$ cat src/rtl/uartfr_pkg.sv
// shared types, constants and crc function for the uart frame receiver
package uartfr_pkg;

  localparam int unsigned TEXT_BUFFER_BYTES = 1024;
  localparam int unsigned TextCntW = $clog2(TEXT_BUFFER_BYTES);
  localparam logic [TextCntW-1:0] TextMax = TextCntW'(TEXT_BUFFER_BYTES - 1);

  localparam int unsigned MaxRes = 3;
  localparam int unsigned ResCntW = $clog2(MaxRes + 1);
  localparam int unsigned ResIdxW = $clog2(MaxRes);

  localparam logic [7:0]  LeadByte = 8'h5A;
  localparam logic [7:0]  TextMark = 8'hFE;
  localparam logic [7:0]  TextOpen2 = 8'hF0;
  localparam logic [15:0] CrcPoly = 16'h1021;
  localparam logic [15:0] CrcStart = 16'h0000;

  localparam logic OpByte = 1'b0;
  localparam logic OpTimeout = 1'b1;

  localparam logic [1:0] KindPayload = 2'd0;
  localparam logic [1:0] KindFrameEnd = 2'd1;
  localparam logic [1:0] KindTextChar = 2'd2;
  localparam logic [1:0] KindTextEnd = 2'd3;

  localparam logic [1:0] StatOk = 2'd0;
  localparam logic [1:0] StatCrcErr = 2'd1;
  localparam logic [1:0] StatTimeout = 2'd2;

  typedef struct packed {
    logic [1:0] kind;
    logic [7:0] data_byte;
    logic [7:0] frame_type;
    logic [7:0] frame_length;
    logic [1:0] status;
    logic       last;
  } result_t;

  typedef struct packed {
    logic [ResCntW-1:0]     n;
    result_t [MaxRes-1:0]   res;
  } group_t;

  function automatic result_t make_res(logic [1:0] kind, logic [7:0] data,
                                       logic [7:0] ftype, logic [7:0] flen,
                                       logic [1:0] status);
    result_t r;
    r.kind = kind;
    r.data_byte = data;
    r.frame_type = ftype;
    r.frame_length = flen;
    r.status = status;
    r.last = 1'b0;
    return r;
  endfunction

  function automatic logic [15:0] crc16_byte(logic [15:0] crc, logic [7:0] b);
    logic [15:0] c;
    c = crc ^ {b, 8'h00};
    for (int i = 0; i < 8; i++) begin
      c = c[15] ? ({c[14:0], 1'b0} ^ CrcPoly) : {c[14:0], 1'b0};
    end
    return c;
  endfunction

endpackage

$ cat src/rtl/uartfr_in_if.sv
// receive event channel
interface uartfr_in_if;
  logic       valid;
  logic       ready;
  logic       operation;
  logic [7:0] rx_byte;

  modport source (output valid, output operation, output rx_byte, input ready);
  modport sink (input valid, input operation, input rx_byte, output ready);
endinterface

$ cat src/rtl/uartfr_out_if.sv
// result channel
interface uartfr_out_if;
  logic       valid;
  logic       ready;
  logic [1:0] kind;
  logic [7:0] data_byte;
  logic [7:0] frame_type;
  logic [7:0] frame_length;
  logic [1:0] status;
  logic       last;

  modport source (output valid, output kind, output data_byte, output frame_type,
                  output frame_length, output status, output last, input ready);
  modport sink (input valid, input kind, input data_byte, input frame_type,
                input frame_length, input status, input last, output ready);
endinterface

$ cat src/rtl/uartfr_core.sv
// frame parser state, crc update and per-event result group
module uartfr_core (
  input  logic                  clk_i,
  input  logic                  rst_ni,
  input  logic                  step_i,
  input  logic                  operation_i,
  input  logic [7:0]            rx_byte_i,
  output uartfr_pkg::group_t    group_o
);

  localparam logic [3:0] PhHunt = 4'd0;
  localparam logic [3:0] PhTextOpen = 4'd1;
  localparam logic [3:0] PhTextBody = 4'd2;
  localparam logic [3:0] PhTextMark = 4'd3;
  localparam logic [3:0] PhType = 4'd4;
  localparam logic [3:0] PhLen = 4'd5;
  localparam logic [3:0] PhPayload = 4'd6;
  localparam logic [3:0] PhCrcHi = 4'd7;
  localparam logic [3:0] PhCrcLo = 4'd8;

  logic [3:0]                       phase_q, phase_d;
  logic [15:0]                      crc_q, crc_d;
  logic [7:0]                       type_q, type_d;
  logic [7:0]                       len_q, len_d;
  logic [7:0]                       pcnt_q, pcnt_d;
  logic [7:0]                       crchi_q, crchi_d;
  logic [uartfr_pkg::TextCntW-1:0]  tcnt_q, tcnt_d;
  logic [uartfr_pkg::ResCntW-1:0]   n;
  uartfr_pkg::result_t [uartfr_pkg::MaxRes-1:0] res;
  logic                             tmo;
  logic [7:0]                       b;

  function automatic logic [uartfr_pkg::ResCntW-1:0] ResOne();
    return uartfr_pkg::ResCntW'(1);
  endfunction

  assign tmo = (operation_i == uartfr_pkg::OpTimeout);
  assign b = rx_byte_i;

  always_comb begin
    phase_d = phase_q;
    crc_d = crc_q;
    type_d = type_q;
    len_d = len_q;
    pcnt_d = pcnt_q;
    crchi_d = crchi_q;
    tcnt_d = tcnt_q;
    n = '0;
    res = '0;
    unique case (phase_q)
      PhHunt: begin
        if (!tmo) begin
          if (b == uartfr_pkg::LeadByte) begin
            crc_d = uartfr_pkg::crc16_byte(uartfr_pkg::CrcStart, b);
            type_d = '0;
            len_d = '0;
            pcnt_d = '0;
            phase_d = PhType;
          end else if (b == uartfr_pkg::TextMark) begin
            phase_d = PhTextOpen;
          end
        end
      end
      PhTextOpen: begin
        if (!tmo && b == uartfr_pkg::TextOpen2) begin
          tcnt_d = '0;
          phase_d = PhTextBody;
        end else begin
          phase_d = PhHunt;
        end
      end
      PhTextBody: begin
        if (tmo) begin
          if (tcnt_d != '0) begin
            res[n] = uartfr_pkg::make_res(uartfr_pkg::KindTextEnd, '0, '0, '0,
                                          uartfr_pkg::StatOk);
            n = n + ResOne();
          end
          tcnt_d = '0;
          phase_d = PhHunt;
        end else if (b == uartfr_pkg::TextMark) begin
          if (tcnt_d >= uartfr_pkg::TextMax) begin
            res[n] = uartfr_pkg::make_res(uartfr_pkg::KindTextEnd, '0, '0, '0,
                                          uartfr_pkg::StatOk);
            n = n + ResOne();
            tcnt_d = '0;
          end
          phase_d = PhTextMark;
        end else begin
          if (tcnt_d >= uartfr_pkg::TextMax) begin
            res[n] = uartfr_pkg::make_res(uartfr_pkg::KindTextEnd, '0, '0, '0,
                                          uartfr_pkg::StatOk);
            n = n + ResOne();
            tcnt_d = '0;
          end
          res[n] = uartfr_pkg::make_res(uartfr_pkg::KindTextChar, b, '0, '0,
                                        uartfr_pkg::StatOk);
          n = n + ResOne();
          tcnt_d = tcnt_d + uartfr_pkg::TextCntW'(1);
        end
      end
      PhTextMark: begin
        if (!tmo && b == uartfr_pkg::TextMark) begin
          if (tcnt_d != '0) begin
            res[n] = uartfr_pkg::make_res(uartfr_pkg::KindTextEnd, '0, '0, '0,
                                          uartfr_pkg::StatOk);
            n = n + ResOne();
          end
          tcnt_d = '0;
          phase_d = PhHunt;
        end else begin
          // pending mark turns out to be a character
          if (tcnt_d >= uartfr_pkg::TextMax) begin
            res[n] = uartfr_pkg::make_res(uartfr_pkg::KindTextEnd, '0, '0, '0,
                                          uartfr_pkg::StatOk);
            n = n + ResOne();
            tcnt_d = '0;
          end
          res[n] = uartfr_pkg::make_res(uartfr_pkg::KindTextChar, uartfr_pkg::TextMark,
                                        '0, '0, uartfr_pkg::StatOk);
          n = n + ResOne();
          tcnt_d = tcnt_d + uartfr_pkg::TextCntW'(1);
          if (tmo) begin
            if (tcnt_d != '0) begin
              res[n] = uartfr_pkg::make_res(uartfr_pkg::KindTextEnd, '0, '0, '0,
                                            uartfr_pkg::StatOk);
              n = n + ResOne();
            end
            tcnt_d = '0;
            phase_d = PhHunt;
          end else begin
            if (tcnt_d >= uartfr_pkg::TextMax) begin
              res[n] = uartfr_pkg::make_res(uartfr_pkg::KindTextEnd, '0, '0, '0,
                                            uartfr_pkg::StatOk);
              n = n + ResOne();
              tcnt_d = '0;
            end
            res[n] = uartfr_pkg::make_res(uartfr_pkg::KindTextChar, b, '0, '0,
                                          uartfr_pkg::StatOk);
            n = n + ResOne();
            tcnt_d = tcnt_d + uartfr_pkg::TextCntW'(1);
            phase_d = PhTextBody;
          end
        end
      end
      PhType, PhLen, PhPayload, PhCrcHi, PhCrcLo: begin
        if (tmo) begin
          res[n] = uartfr_pkg::make_res(uartfr_pkg::KindFrameEnd, '0, type_q, len_q,
                                        uartfr_pkg::StatTimeout);
          n = n + ResOne();
          phase_d = PhHunt;
        end else begin
          case (phase_q)
            PhType: begin
              type_d = b;
              crc_d = uartfr_pkg::crc16_byte(crc_q, b);
              phase_d = PhLen;
            end
            PhLen: begin
              len_d = b;
              crc_d = uartfr_pkg::crc16_byte(crc_q, b);
              pcnt_d = '0;
              phase_d = (b == 8'd0) ? PhCrcHi : PhPayload;
            end
            PhPayload: begin
              res[n] = uartfr_pkg::make_res(uartfr_pkg::KindPayload, b, type_q, len_q,
                                            uartfr_pkg::StatOk);
              n = n + ResOne();
              crc_d = uartfr_pkg::crc16_byte(crc_q, b);
              pcnt_d = pcnt_q + 8'd1;
              if (pcnt_d == len_q) begin
                phase_d = PhCrcHi;
              end
            end
            PhCrcHi: begin
              crchi_d = b;
              phase_d = PhCrcLo;
            end
            default: begin
              res[n] = uartfr_pkg::make_res(uartfr_pkg::KindFrameEnd, '0, type_q, len_q,
                                            ({crchi_q, b} == crc_q) ? uartfr_pkg::StatOk
                                                                    : uartfr_pkg::StatCrcErr);
              n = n + ResOne();
              phase_d = PhHunt;
            end
          endcase
        end
      end
      default: begin
        phase_d = PhHunt;
      end
    endcase
    for (int i = 0; i < uartfr_pkg::MaxRes; i++) begin
      res[i].last = (uartfr_pkg::ResCntW'(i + 1) == n);
    end
  end

  assign group_o.n = n;
  assign group_o.res = res;

  always_ff @(posedge clk_i or negedge rst_ni) begin
    if (!rst_ni) begin
      phase_q <= PhHunt;
      crc_q <= uartfr_pkg::CrcStart;
      type_q <= '0;
      len_q <= '0;
      pcnt_q <= '0;
      crchi_q <= '0;
      tcnt_q <= '0;
    end else if (step_i) begin
      phase_q <= phase_d;
      crc_q <= crc_d;
      type_q <= type_d;
      len_q <= len_d;
      pcnt_q <= pcnt_d;
      crchi_q <= crchi_d;
      tcnt_q <= tcnt_d;
    end
  end

`ifndef SYNTH
  a_phase_legal: assert property (@(posedge clk_i) disable iff (!rst_ni)
    phase_q <= PhCrcLo)
    else $error("parser phase out of range");
  a_text_cnt_bound: assert property (@(posedge clk_i) disable iff (!rst_ni)
    tcnt_q <= uartfr_pkg::TextMax)
    else $error("text chunk counter exceeds chunk size");
  a_payload_bound: assert property (@(posedge clk_i) disable iff (!rst_ni)
    (phase_q == PhPayload) |-> (pcnt_q < len_q))
    else $error("payload counter passed frame length");
`endif

endmodule

$ cat src/rtl/uartfr_outbuf.sv
// result buffer that drains one result group a beat at a time
module uartfr_outbuf (
  input  logic               clk_i,
  input  logic               rst_ni,
  input  logic               load_req_i,
  input  uartfr_pkg::group_t group_i,
  output logic               load_o,
  uartfr_out_if.source       res_o
);

  uartfr_pkg::result_t [uartfr_pkg::MaxRes-1:0] res_q;
  logic [uartfr_pkg::ResCntW-1:0]               cnt_q, cnt_d;
  logic [uartfr_pkg::ResIdxW-1:0]               idx_q, idx_d;
  logic                                         fire;
  logic                                         can_load;
  uartfr_pkg::result_t                          cur;

  assign fire = res_o.valid && res_o.ready;
  assign can_load = (cnt_q == '0) ||
                    (cnt_q == uartfr_pkg::ResCntW'(1) && res_o.ready);
  assign load_o = load_req_i && can_load;

  always_comb begin
    cnt_d = cnt_q;
    idx_d = idx_q;
    if (load_o) begin
      cnt_d = group_i.n;
      idx_d = '0;
    end else if (fire) begin
      cnt_d = cnt_q - uartfr_pkg::ResCntW'(1);
      idx_d = idx_q + uartfr_pkg::ResIdxW'(1);
    end
  end

  always_ff @(posedge clk_i or negedge rst_ni) begin
    if (!rst_ni) begin
      cnt_q <= '0;
      idx_q <= '0;
    end else begin
      cnt_q <= cnt_d;
      idx_q <= idx_d;
    end
  end

  always_ff @(posedge clk_i) begin
    if (load_o) begin
      res_q <= group_i.res;
    end
  end

  assign cur = res_q[idx_q];
  assign res_o.valid = (cnt_q != '0);
  assign res_o.kind = cur.kind;
  assign res_o.data_byte = cur.data_byte;
  assign res_o.frame_type = cur.frame_type;
  assign res_o.frame_length = cur.frame_length;
  assign res_o.status = cur.status;
  assign res_o.last = cur.last;

`ifndef SYNTH
  a_no_overrun: assert property (@(posedge clk_i) disable iff (!rst_ni)
    (uartfr_pkg::ResCntW'(idx_q) + cnt_q) <= uartfr_pkg::ResCntW'(uartfr_pkg::MaxRes))
    else $error("result buffer read past its group");
  a_last_on_final: assert property (@(posedge clk_i) disable iff (!rst_ni)
    res_o.valid |-> (res_o.last == (cnt_q == uartfr_pkg::ResCntW'(1))))
    else $error("last flag not on final beat of group");
  a_load_no_drop: assert property (@(posedge clk_i) disable iff (!rst_ni)
    (cnt_q > uartfr_pkg::ResCntW'(1)) |-> !load_o)
    else $error("new group loaded over pending results");
`endif

endmodule

$ cat src/rtl/uart_frame_receiver_crc16_unit.sv
// top level of the uart frame receiver with crc-16 check and text pass-through
// Each receive event (byte or timeout) is registered, then parsed combinationally:
// the parser updates its state and crc and hands a group of zero to three results
// to a three-entry result buffer, which presents them one beat per cycle while the
// sink is ready. A new event is taken only when the buffer is empty or its final
// beat is being taken, so an event is taken every cycle while each yields at most
// one result and the sink is ready; an event with more results holds the parser.
module uart_frame_receiver_crc16_unit (
  input  logic         clk_i,
  input  logic         rst_ni,
  uartfr_in_if.sink    rx_i,
  uartfr_out_if.source res_o
);

  logic               in_vld_q;
  logic               in_op_q;
  logic [7:0]         in_byte_q;
  logic               step;
  uartfr_pkg::group_t group;

  assign rx_i.ready = !in_vld_q || step;

  always_ff @(posedge clk_i or negedge rst_ni) begin
    if (!rst_ni) begin
      in_vld_q <= 1'b0;
    end else if (rx_i.ready) begin
      in_vld_q <= rx_i.valid;
    end
  end

  always_ff @(posedge clk_i) begin
    if (rx_i.ready && rx_i.valid) begin
      in_op_q <= rx_i.operation;
      in_byte_q <= rx_i.rx_byte;
    end
  end

  uartfr_core u_core (
    .clk_i       (clk_i),
    .rst_ni      (rst_ni),
    .step_i      (step),
    .operation_i (in_op_q),
    .rx_byte_i   (in_byte_q),
    .group_o     (group)
  );

  uartfr_outbuf u_outbuf (
    .clk_i      (clk_i),
    .rst_ni     (rst_ni),
    .load_req_i (in_vld_q),
    .group_i    (group),
    .load_o     (step),
    .res_o      (res_o)
  );

endmodule
$ cat src/flat_wrapper.sv
// flat-port wrapper written by rule: the top's interface ports become plain ports
module uart_frame_receiver_crc16_unit_flat 
  (clk_i, rst_ni, rx_i_valid, rx_i_operation, rx_i_rx_byte, rx_i_ready, res_o_valid, res_o_kind, res_o_data_byte, res_o_frame_type, res_o_frame_length, res_o_status, res_o_last, res_o_ready);
  uartfr_in_if rx_i_i ();
  uartfr_out_if res_o_i ();
  input  logic clk_i;
  input  logic rst_ni;
  input wire logic [$bits(rx_i_i.valid)-1:0] rx_i_valid;
  input wire logic [$bits(rx_i_i.operation)-1:0] rx_i_operation;
  input wire logic [$bits(rx_i_i.rx_byte)-1:0] rx_i_rx_byte;
  output wire logic [$bits(rx_i_i.ready)-1:0] rx_i_ready;
  output wire logic [$bits(res_o_i.valid)-1:0] res_o_valid;
  output wire logic [$bits(res_o_i.kind)-1:0] res_o_kind;
  output wire logic [$bits(res_o_i.data_byte)-1:0] res_o_data_byte;
  output wire logic [$bits(res_o_i.frame_type)-1:0] res_o_frame_type;
  output wire logic [$bits(res_o_i.frame_length)-1:0] res_o_frame_length;
  output wire logic [$bits(res_o_i.status)-1:0] res_o_status;
  output wire logic [$bits(res_o_i.last)-1:0] res_o_last;
  input wire logic [$bits(res_o_i.ready)-1:0] res_o_ready;
  assign rx_i_i.valid = rx_i_valid;
  assign rx_i_i.operation = rx_i_operation;
  assign rx_i_i.rx_byte = rx_i_rx_byte;
  assign rx_i_ready = rx_i_i.ready;
  assign res_o_valid = res_o_i.valid;
  assign res_o_kind = res_o_i.kind;
  assign res_o_data_byte = res_o_i.data_byte;
  assign res_o_frame_type = res_o_i.frame_type;
  assign res_o_frame_length = res_o_i.frame_length;
  assign res_o_status = res_o_i.status;
  assign res_o_last = res_o_i.last;
  assign res_o_i.ready = res_o_ready;
  uart_frame_receiver_crc16_unit u_core (.clk_i(clk_i), .rst_ni(rst_ni), .rx_i(rx_i_i), .res_o(res_o_i));
endmodule
$ cat config.mk
export PLATFORM = sky130hd
export DESIGN_NAME = uart_frame_receiver_crc16_unit_flat
export DESIGN_NICKNAME = d
export VERILOG_FILES = /design/src/rtl/uartfr_pkg.sv /design/src/rtl/uartfr_in_if.sv /design/src/rtl/uartfr_out_if.sv /design/src/rtl/uartfr_core.sv /design/src/rtl/uartfr_outbuf.sv /design/src/rtl/uart_frame_receiver_crc16_unit.sv /design/src/flat_wrapper.sv
export SDC_FILE = /design/constraint.sdc
export NUM_CORES = 1
export LEC_CHECK = 0
export BUFFER_PORTS_ARGS = -buffer_cell sky130_fd_sc_hd__buf_2
export CAP_MARGIN = 20
export CORE_ASPECT_RATIO = 0.7
export CORE_MARGIN = 3
export CORE_UTILIZATION = 45
export DETAILED_ROUTE_END_ITERATION = 6
export HOLD_SLACK_MARGIN = 0.08
export SKIP_LAST_GASP = 1
export SLEW_MARGIN = 15
export SYNTH_ARGS = -nofsm -noshare
export SYNTH_HDL_FRONTEND = slang
export SYNTH_SLANG_ARGS = --single-unit
$ cat constraint.sdc
create_clock -name clk_i -period 4.7 [get_ports clk_i]
set_input_delay 0.705 -clock clk_i [delete_from_list [all_inputs] [get_ports clk_i]]
set_output_delay 0.705 -clock clk_i [all_outputs]
set_load 0.01 [all_outputs]
==> results by group <==
Global routing
  – Vias in the first global route: roughly 5.7k
  – GRT Util Overall: about 22%
  – Initial antenna violation count: 0
  – First-pass GRT wire length: around 32 mm
  – Largest net degree at the start of global routing: between 50 and 60
  – Grt ovf: 0

STA
  – Setup violators final: 0
  – RSZ-0062 raised after global routing: no
  – Fin crit period: 4.34 ns
  – Post-route setup TNS: 0 ns
  – Max Clock Skew: 0.00836 ns
  – Tightest Pin Transition: 0.949 ns
  – Min Hold Slack: 0.345 ns
  – Slew headroom: 36.1%
  – FMAX: around 0.23 GHz
  – Final WS setup: around 0.36 ns
  – Final hold vios: 0
  – Fin crit share: 92.3%
  – Slew Limit Fails: 0

Critical path
  – Worst path top cell family by delay: simple AND/OR/NAND/NOR gates
  – CP endpoint kind: flop
  – Worst path max stage delay: around 0.61 ns
  – Arr. time, crit path: 4.52 ns
  – Startpoint class of the critical path: flop
  – Critical path buffers and inverters: 0
  – Slowest cell on crit path: dfrtp_1
  – Critical path class: reg2reg
  – Critical Path RT: 4.88 ns
  – CP Max Fanout: 14
  – Crit-path cells: nand4_1, or3_1, and2_1, ha_1, and3_1, a21oi_1, a21oi_1, a2111oi_0, nand4_1, ha_1, nor2_1, o311a_1, nor2b_1

Hold path
  – Hold Crit Class: in2async

Drt
  – DRT iter0 DRCs: approximately 450
  – WL/cell: 19.3 µm
  – Via-to-Cell Ratio: 5.81
  – DR vias: about 6.1k
  – Final ANT Viol Nets: 0
  – Wirelength, routed: 20.2 mm
  – First drt pass iteration count: 5
  – DRC viols: 0

Synthesis
  – Post-synth cell types: 78
  – Post-synth net total: 816
  – EDFF count, synth: 60
  – Post-synth top area share: 23.4%
  – Number of synthesized register bits: ~130
  – Mapped Avg Cell Area: 9.79 µm²
  – Largest area contributor in the netlist: edfxtp_1
  – Top FF cell, synth: dfrtp_1
  – Top cells by area, synth: edfxtp_1, dfrtp_1, xnor2_1, nand2_1, mux2_2
  – Post-synthesis sequential area ratio: 45.1%
  – Fraction of registers with async set/reset: 52.8%
  – Post-synthesis cell area: between 0.007 and 0.008 mm²
  – Cell count after synthesis: around 790
  – Warnings from Yosys: 0

Pwr
  – Pwr dens: 473 mW/mm²
  – Switching power: 1.46 mW
  – Combinational share of power: about a quarter
  – Peak VDD IR: between 0.2 and 0.3 mV
  – Clock power frac: 32.0%
  – Sw frac: a little over a third
  – Pint: between 2 and 3 mW
  – Leakage power: approximately 3.6 nW
  – Power share of the sequential group: a little over two fifths
  – Tot Pwr: 4.10 mW

Place
  – HPWL Detailed: 14.0 mm
  – Buffers on Ports: 43
  – RePlAce Congestion: 0.888
  – Placed Instance Area: 0.00808 mm²
  – Post-Place Worst Slack: 0.478 ns

Clocking
  – CTS tree: yes
  – CTS Root Cell: clkbuf_16
  – Clock tree buffer depth: 2
  – H-tree depth: 4
  – Clock Latency Late Sink: 0.43 ns
  – Worst-path clk slew: about 0.07 ns
  – Setup Fix Bufs, Post-CTS: 0
  – CTS Sinks: around 130
  – CTS resizes: 0
  – Hold buffers post-CTS: 0
  – Cts bufs inserted: 17

Cells and area
  – Most common cell after layout, fill and taps aside: nand2_1
  – Share of post-route cells with drive strength above 1: 15.9%
  – Diodes inserted: 0
  – Final instance area: roughly 0.0087 mm²
  – P&R area growth vs syn: 12.4%
  – # nets final: 839
  – Commonest non-fill, non-tap cells in the layout: nand2_1, dfrtp_1, edfxtp_1

Floorplan
  – Initial Utilization: 46.6%
  – # rows: 39
  – Chip height: about 120 µm
  – Die W: 162 µm
  – Core Footprint: 0.0165 mm²
  – Io pins: 44
  – Die Area: 0.0188 mm²

Run status
  – Status: finished, final reports clean

Run
  – Max cap viols: 0
[power groups by stage]
| stage | clock, mW | sequential, mW | combinational [mW] |
|---|---|---|---|
| floorplan | 0 | 1.57 | 0.846 |
| global placement | 0 | 1.73 | 1.05 |
| detailed placement | 0 | 1.74 | 1.07 |
| CTS | 1.33 | 1.72 | 1.07 |
| global route | 1.38 | 1.76 | 1.18 |
| finish | 1.31 | 1.73 | 1.06 |
[area by class of cell]
| cell class | instances | area (µm²) |
|---|---|---|
| Tap cell | 225 | 282 |
| Sequential cell | 127 | 3480 |
| Inverter | 15 | 58.8 |
| Timing Repair Buffer | 55 | 305 |
| Fill cell | 1447 | 7880 |
| Multi-Input combinational cell | 594 | 3950 |
| Clock buffer | 18 | 450 |
| Clock inverter | 14 | 130 |
[path summary, 6_finish.rpt]
path	start	to	slack, ns	cells after the start
min in group clk_i	rx_i_rx_byte[7]	u_core.in_byte_q[7]$_DFFE_PP_	0.45	1
max in group asynchronous	rst_ni	u_core.u_core.crchi_q[1]$_DFFE_PN0P_	3.34	2
max reg2reg	u_core.u_core.tcnt_q[3]$_DFFE_PN0P_	u_core.u_outbuf.res_q[29]$_DFFE_PP_	0.36	13
max	u_core.u_core.tcnt_q[3]$_DFFE_PN0P_	u_core.u_outbuf.res_q[29]$_DFFE_PP_	0.36	13
min reg2reg	u_core.u_outbuf.cnt_q[1]$_DFFE_PN0P_	u_core.u_outbuf.cnt_q[1]$_DFFE_PN0P_	0.49	2
min	rst_ni	u_core.u_core.type_q[6]$_DFFE_PN0P_	0.35	1
[state kept, by name, indices dropped and copies added, names as in the netlist, 4 cells and up]
| name | flops |
|---|---|
| u_core.u_outbuf.res_q | 51 |
| u_core.u_core.type_q | 8 |
| u_core.u_core.tcnt_q | 10 |
| u_core.u_core.pcnt_q | 8 |
| u_core.u_core.len_q | 8 |
| u_core.u_core.phase_q | 4 |
| u_core.in_byte_q | 8 |
| u_core.u_core.crchi_q | 8 |
| u_core.u_core.crc_q | 16 |
[cells in the mapped netlist, types with 14 or more instances]
cell,count
xor2_1,22
o21ai_0,50
nand3_1,23
edfxtp_1,60
xnor2_1,51
ha_1,16
a21oi_1,19
nor2b_1,34
nor3_1,18
dfrtp_1,67
nand2_1,90
and3_1,17
mux2i_1,14
clkbuf_1,32
mux2_2,28
buf_2,15
and2_1,29
nor2_1,43
[metrics by stage]
stage	util, %	instances
floorplan	-	787
global placement	48.8	1016
detailed placement	48.8	1016
CTS	52.3	1048
global route	52.3	1048
finish	52.3	1048
[worst reg2reg max path: stages (launching register included)]
cell and delay, ns:
dfrtp_1 0.61, nand4_1 0.27, or3_1 0.48, and2_1 0.20, ha_1 0.36, and3_1 0.29, a21oi_1 0.20, a21oi_1 0.11
a2111oi_0 0.42, nand4_1 0.25, ha_1 0.34, nor2_1 0.04, o311a_1 0.38, nor2b_1 0.14
[kinds of logic after synthesis]
kind of cell    count (synthesis)  share of synthesized area, %
xor+xnor                       73                          8.30
flops                         127                          45.1
simple gates                  309                          21.0
fa+ha+maj                      16                          2.60
mux                            42                          5.91
compound gates                154                          13.5
buf+inv                        66                          3.60
[routing by layer]
metal  share of wire (%)  wire (µm)  GRT usage (%)
met3                 5.5       1110           4.68
met2                  42       8530           32.1
met5                   0          0              0
met4                 1.3        268           7.27
met1                  51      10300           33.7
(Power assumes the default switching activity.)
